`config.mk`:
```
export PLATFORM = sky130hd
export DESIGN_NAME = swlq_cell
export DESIGN_NICKNAME = d
export VERILOG_FILES = /design/src/rtl/core/swlq_pkg.sv /design/src/rtl/core/swlq_cell.sv
export SDC_FILE = /design/constraint.sdc
export NUM_CORES = 1
export LEC_CHECK = 0
export BUFFER_PORTS_ARGS = -buffer_cell sky130_fd_sc_hd__buf_4
export CORE_MARGIN = 5
export CORE_UTILIZATION = 32
export CTS_CLUSTER_DIAMETER = 80
export DETAILED_ROUTE_END_ITERATION = 6
export PLACE_DENSITY = 0.65
export SKIP_CTS_REPAIR_TIMING = 1
export SLEW_MARGIN = 20
export SYNTH_ARGS = -nofsm -noshare
export SYNTH_HDL_FRONTEND = slang
export SYNTH_SLANG_ARGS = --single-unit
```
`constraint.sdc`:
```
create_clock -name i_clk -period 4.45 [get_ports i_clk]
set_input_delay 0.89 -clock i_clk [delete_from_list [all_inputs] [get_ports i_clk]]
set_output_delay 0.89 -clock i_clk [all_outputs]
set_load 0.03 [all_outputs]
```
`src/rtl/core/swlq_pkg.sv`:
```
// shared types and codes for the sorted weight list queue
package swlq_pkg;

    localparam int SYM_W       = 8;
    localparam int WT_W        = 32;
    localparam int POS_W       = 8;
    localparam int OCC_W       = 9;
    localparam int DEPTH_DFLT  = 256;

    // requested action of one input word
    typedef enum logic [1:0] {
        ACT_PUSH   = 2'd0,
        ACT_ORDER  = 2'd1,
        ACT_REMOVE = 2'd2,
        ACT_SEARCH = 2'd3
    } t_action;

    // result status codes
    typedef enum logic [1:0] {
        ST_OK       = 2'd0,
        ST_FULL     = 2'd1,
        ST_EMPTY    = 2'd2,
        ST_NOTFOUND = 2'd3
    } t_status;

    // per-cell data movement
    typedef enum logic [1:0] {
        OP_HOLD   = 2'd0,
        OP_INSERT = 2'd1,
        OP_REMOVE = 2'd2
    } t_op;

    // control broadcast to every cell of the row
    typedef struct packed {
        t_action            mode;
        logic               hit_en;
        t_op                op;
        logic [SYM_W-1:0]   key_sym;
        logic [WT_W-1:0]    key_wt;
    } t_cell_ctl;

endpackage

```
`src/rtl/core/swlq_cell.sv`:
```
// one list slot: holds an entry, compares it to the key, shifts with its neighbors
module swlq_cell #(
    parameter int IDX   = 0,
    parameter int CNT_W = 9
) (
    input  logic                      i_clk,
    input  logic                      i_rst_n,
    input  swlq_pkg::t_cell_ctl       i_ctl,
    input  logic [CNT_W-1:0]          i_count,
    input  logic                      i_shift,
    input  logic                      i_first,
    input  logic [swlq_pkg::SYM_W-1:0] i_left_sym,
    input  logic [swlq_pkg::WT_W-1:0]  i_left_wt,
    input  logic [swlq_pkg::SYM_W-1:0] i_right_sym,
    input  logic [swlq_pkg::WT_W-1:0]  i_right_wt,
    output logic [swlq_pkg::SYM_W-1:0] o_sym,
    output logic [swlq_pkg::WT_W-1:0]  o_wt,
    output logic                      o_hit
);
    import swlq_pkg::*;

    logic [SYM_W-1:0] r_sym;
    logic [WT_W-1:0]  r_wt;
    logic             r_hit;
    logic             n_hit;
    logic             occ;

    // slot holds a live entry when it lies below the count
    assign occ = (i_count > CNT_W'(IDX));

    // key compare for the requested action
    always_comb begin
        case (i_ctl.mode)
            ACT_PUSH:   n_hit = 1'b1;
            ACT_ORDER:  n_hit = !occ || (r_wt >= i_ctl.key_wt);
            ACT_SEARCH: n_hit = occ && (r_sym == i_ctl.key_sym);
            default:    n_hit = 1'b0;
        endcase
    end

    always_ff @(posedge i_clk) begin
        if (!i_rst_n) begin
            r_hit <= 1'b0;
        end else if (i_ctl.hit_en) begin
            r_hit <= n_hit;
        end
    end

    // entry storage: take the new entry, the left neighbor or the right neighbor
    always_ff @(posedge i_clk) begin
        case (i_ctl.op)
            OP_INSERT: begin
                if (i_first) begin
                    r_sym <= i_ctl.key_sym;
                    r_wt  <= i_ctl.key_wt;
                end else if (i_shift) begin
                    r_sym <= i_left_sym;
                    r_wt  <= i_left_wt;
                end
            end
            OP_REMOVE: begin
                r_sym <= i_right_sym;
                r_wt  <= i_right_wt;
            end
            default: ;
        endcase
    end

    assign o_sym = r_sym;
    assign o_wt  = r_wt;
    assign o_hit = r_hit;

endmodule

```
==> results.sh <==
export IMPL_grt_max_degree=45
export IMPL_synth_area_top_cells="edfxtp_1, ha_1, mux2i_1"
export IMPL_syn_area_per_cell_um2=9.56
export IMPL_path_cells="buf_4, o211ai_1, o21ai_4, buf_4"
export IMPL_clk_pin_slew_ns=0.08
export IMPL_cts_sinks=41
export IMPL_drc_errors=0
export IMPL_syn_area_mm2=0.00298
export IMPL_ir_drop_mv=0.114
export IMPL_worstPathMaxFanout=41
export IMPL_first_global_vias=2908
export IMPL_synthDistinctLibCells=30
export IMPL_h_tree_depth=2
export IMPL_grt_overflow=0
export IMPL_p_leak_nw=2.25
export IMPL_gp_congestion=0.731
export IMPL_grt_pass1_wl_mm=13.8
export IMPL_fin_nets=657
export IMPL_rows=35
export IMPL_multi_input_area_mm2=0.00160
export IMPL_crit_type="input port to register"
export IMPL_slowest_delay_ns=0.55
export IMPL_r2r_setup_slack_ns=2.58
export IMPL_antenna_found_initial=0
export IMPL_crit_path_top_delay_cell="buf_4"
export IMPL_finalCritPeriodShare_pct=55.3
export IMPL_yosysTopAreaCellShare_pct=40.3
export IMPL_die_h_um=107
export IMPL_finalHoldViolCount=0
export IMPL_status="finished, final reports clean"
export IMPL_grt_setup_unrepaired="no"
export IMPL_cp_num_buf_inv=2
export IMPL_die_w_um=107
export IMPL_final_antenna_net_count=0
export IMPL_drive_gt1_share_pct=39.3
export IMPL_fin_skew_ns=0.00434
export IMPL_antenna_cells=0
export IMPL_fin_crit_ns=2.46
export IMPL_die_area_mm2=0.0113
export IMPL_max_freq_mhz=406
export IMPL_syn_inst=312
export IMPL_synth_seq_cells=41
export IMPL_maxCapViolations=0
export IMPL_io_buffers=178
export IMPL_grt_util_all_layers_pct=15.1
export IMPL_slew_limit_headroom_pct=51.4
export IMPL_worstPathRequired_ns=4.42
export IMPL_wire_per_inst_um=14.4
export IMPL_worst_slack_ns=1.99
export IMPL_critPathTopFamily="buffers and inverters"
export IMPL_cts_buffer_depth=2
export IMPL_worstPathArrival_ns=2.43
export IMPL_vias=2834
export IMPL_start_util_pct=32.6
export IMPL_syn_to_final_growth_pct=53.5
export IMPL_dr_pass1_iters=6
export IMPL_finalWirelength_mm=8.62
export IMPL_fillers=884
export IMPL_maxSlewViolCount=0
export IMPL_critPathLaunchType="input port"
export IMPL_drt_iter0_drc=80
export IMPL_synth_warnings=0
export IMPL_crit_path_end_kind="register"
export IMPL_seq_area_frac_synth_pct=41.0
export IMPL_clock_latency_ns=0.29
export IMPL_final_setup_viol_count=0
export IMPL_cp_common_cell="buf_4"
export IMPL_hold_class="register to register"
export IMPL_seq_area_mm2=0.00122
export IMPL_cts_made_buffers=5
export IMPL_synth_top_cell_by_area="edfxtp_1"
export IMPL_syn_nets=482
export IMPL_fp_coreArea_mm2=0.00915
export IMPL_routed_via_density=4.73
export IMPL_clock_root_buffer="clkbuf_8"
export IMPL_p_per_area_mw_per_mm2=287
export IMPL_tightestPinTransition_ns=0.730
export IMPL_ios=179
export IMPL_pre_cts_ws_ns=1.63
export IMPL_hpwl_mm=7.35
export IMPL_finalSetupTns_ns=0
export IMPL_cts_tree="yes"
-- sequential cells by signal, indices dropped and copies added, names as in the netlist --
name,count
o_wt,32
o_hit,1
o_sym,8
-- worst reg2reg max path: stages (launching register included) --
cell and delay, ns:
edfxtp_1 0.41, inv_1 0.08, ha_1 0.22, nand2b_4 0.13, a2111o_1 0.39, a31oi_1 0.19, o21ai_1 0.11, a21oi_1 0.16
o21ai_1 0.08
-- final timing paths --
check	from	endpoint	cells past startpoint
min reg2reg	o_hit	o_hit	2
min	o_hit	o_hit	2
max reg2reg	o_wt[0]	o_hit	8
max	i_first	o_wt[9]	4
-- layout by cell type, fill, tap and decap left out, types with 2 or more instances in the layout --
master / netlist / final
o21ai_1: 2 / 2
nor4_1: 3 / 3
inv_1: 34 / 34
buf_4: 0 / 181
nand3_1: 2 / 2
nor2_1: 7 / 6
mux2i_1: 40 / 40
o21ai_0: 46 / 45
a31oi_1: 2 / 2
a21oi_1: 12 / 12
a21o_1: 2 / 2
ha_1: 32 / 32
xor2_1: 8 / 8
and4_1: 3 / 3
edfxtp_1: 40 / 40
nand2_1: 53 / 53
bufinv_16: 0 / 2
clkbuf_8: 0 / 5
-- power breakdown --
| part | switching [mW] | total [mW] | internal (mW) |
|---|---|---|---|
| Sequential | 0.0296 | 0.512 | 0.483 |
| Combinational | 0.238 | 0.449 | 0.211 |
| Clock | 0.131 | 0.354 | 0.223 |
-- Yosys cell counts --
library cell,number
inv_1,34
a221o_1,1
a21oi_1,12
o21ai_1,2
nand2b_4,1
a2111o_1,1
ha_1,32
a221oi_1,1
nand4_1,1
a31oi_1,2
a21o_1,2
buf_2,4
nand2b_1,1
edfxtp_1,40
a2111oi_0,1
and2_1,1
nor4_1,3
nand3_1,2
o2111ai_1,1
mux2i_1,40
xor2_1,8
nand3b_1,1
o211ai_1,1
dfxtp_1,1
nand2_1,53
nor3_1,1
clkbuf_1,9
o21ai_0,46
nor2_1,7
and4_1,3
-- routing by layer --
layer / wire length (um) / GRT usage, % / vias to the layer above / part of all wire (%)
met5: 0 / 0 / - / 0
met4: 45 / 2.74 / 0 / 0.52
met2: 4270 / 26.1 / 119 / 50
met1: 3460 / 18.4 / 1254 / 40
li1: - / - / 1457 / -
met3: 846 / 5.04 / 4 / 9.8
-- through the flow --
step	hold slack [ns]	cells	util, %	instance area [um2]	total power, mW
floorplan	0.602	312	-	2980	0.759
global placement	0.491	591	48.6	4440	0.968
detailed placement	0.500	591	48.6	4440	0.978
CTS	0.515	599	50.0	4580	1.33
global route	0.535	599	50.0	4580	1.40
finish	0.511	599	50.0	4580	1.32
-- kinds of logic after synthesis --
group	after synthesis	share of synthesized area, %
buffers and inverters	47	6.08
adder cells (fa/ha/maj)	32	13.4
flip-flops	41	41.0
AND/OR/NAND/NOR	74	10.9
XOR/XNOR	8	2.35
AO/OA/AOI/OAI	70	12.8
multiplexers	40	13.4
-- area by class of cell --
type | instances | share of cell area, %
timing repair buffer | 181 | 29.7
clock inverter | 3 | 1.42
inverter | 34 | 2.79
sequential | 41 | 26.7
multi-input combinational | 224 | 34.9
tap | 111 | 3.03
clock buffer | 5 | 1.50
(Power assumes the default switching activity.)
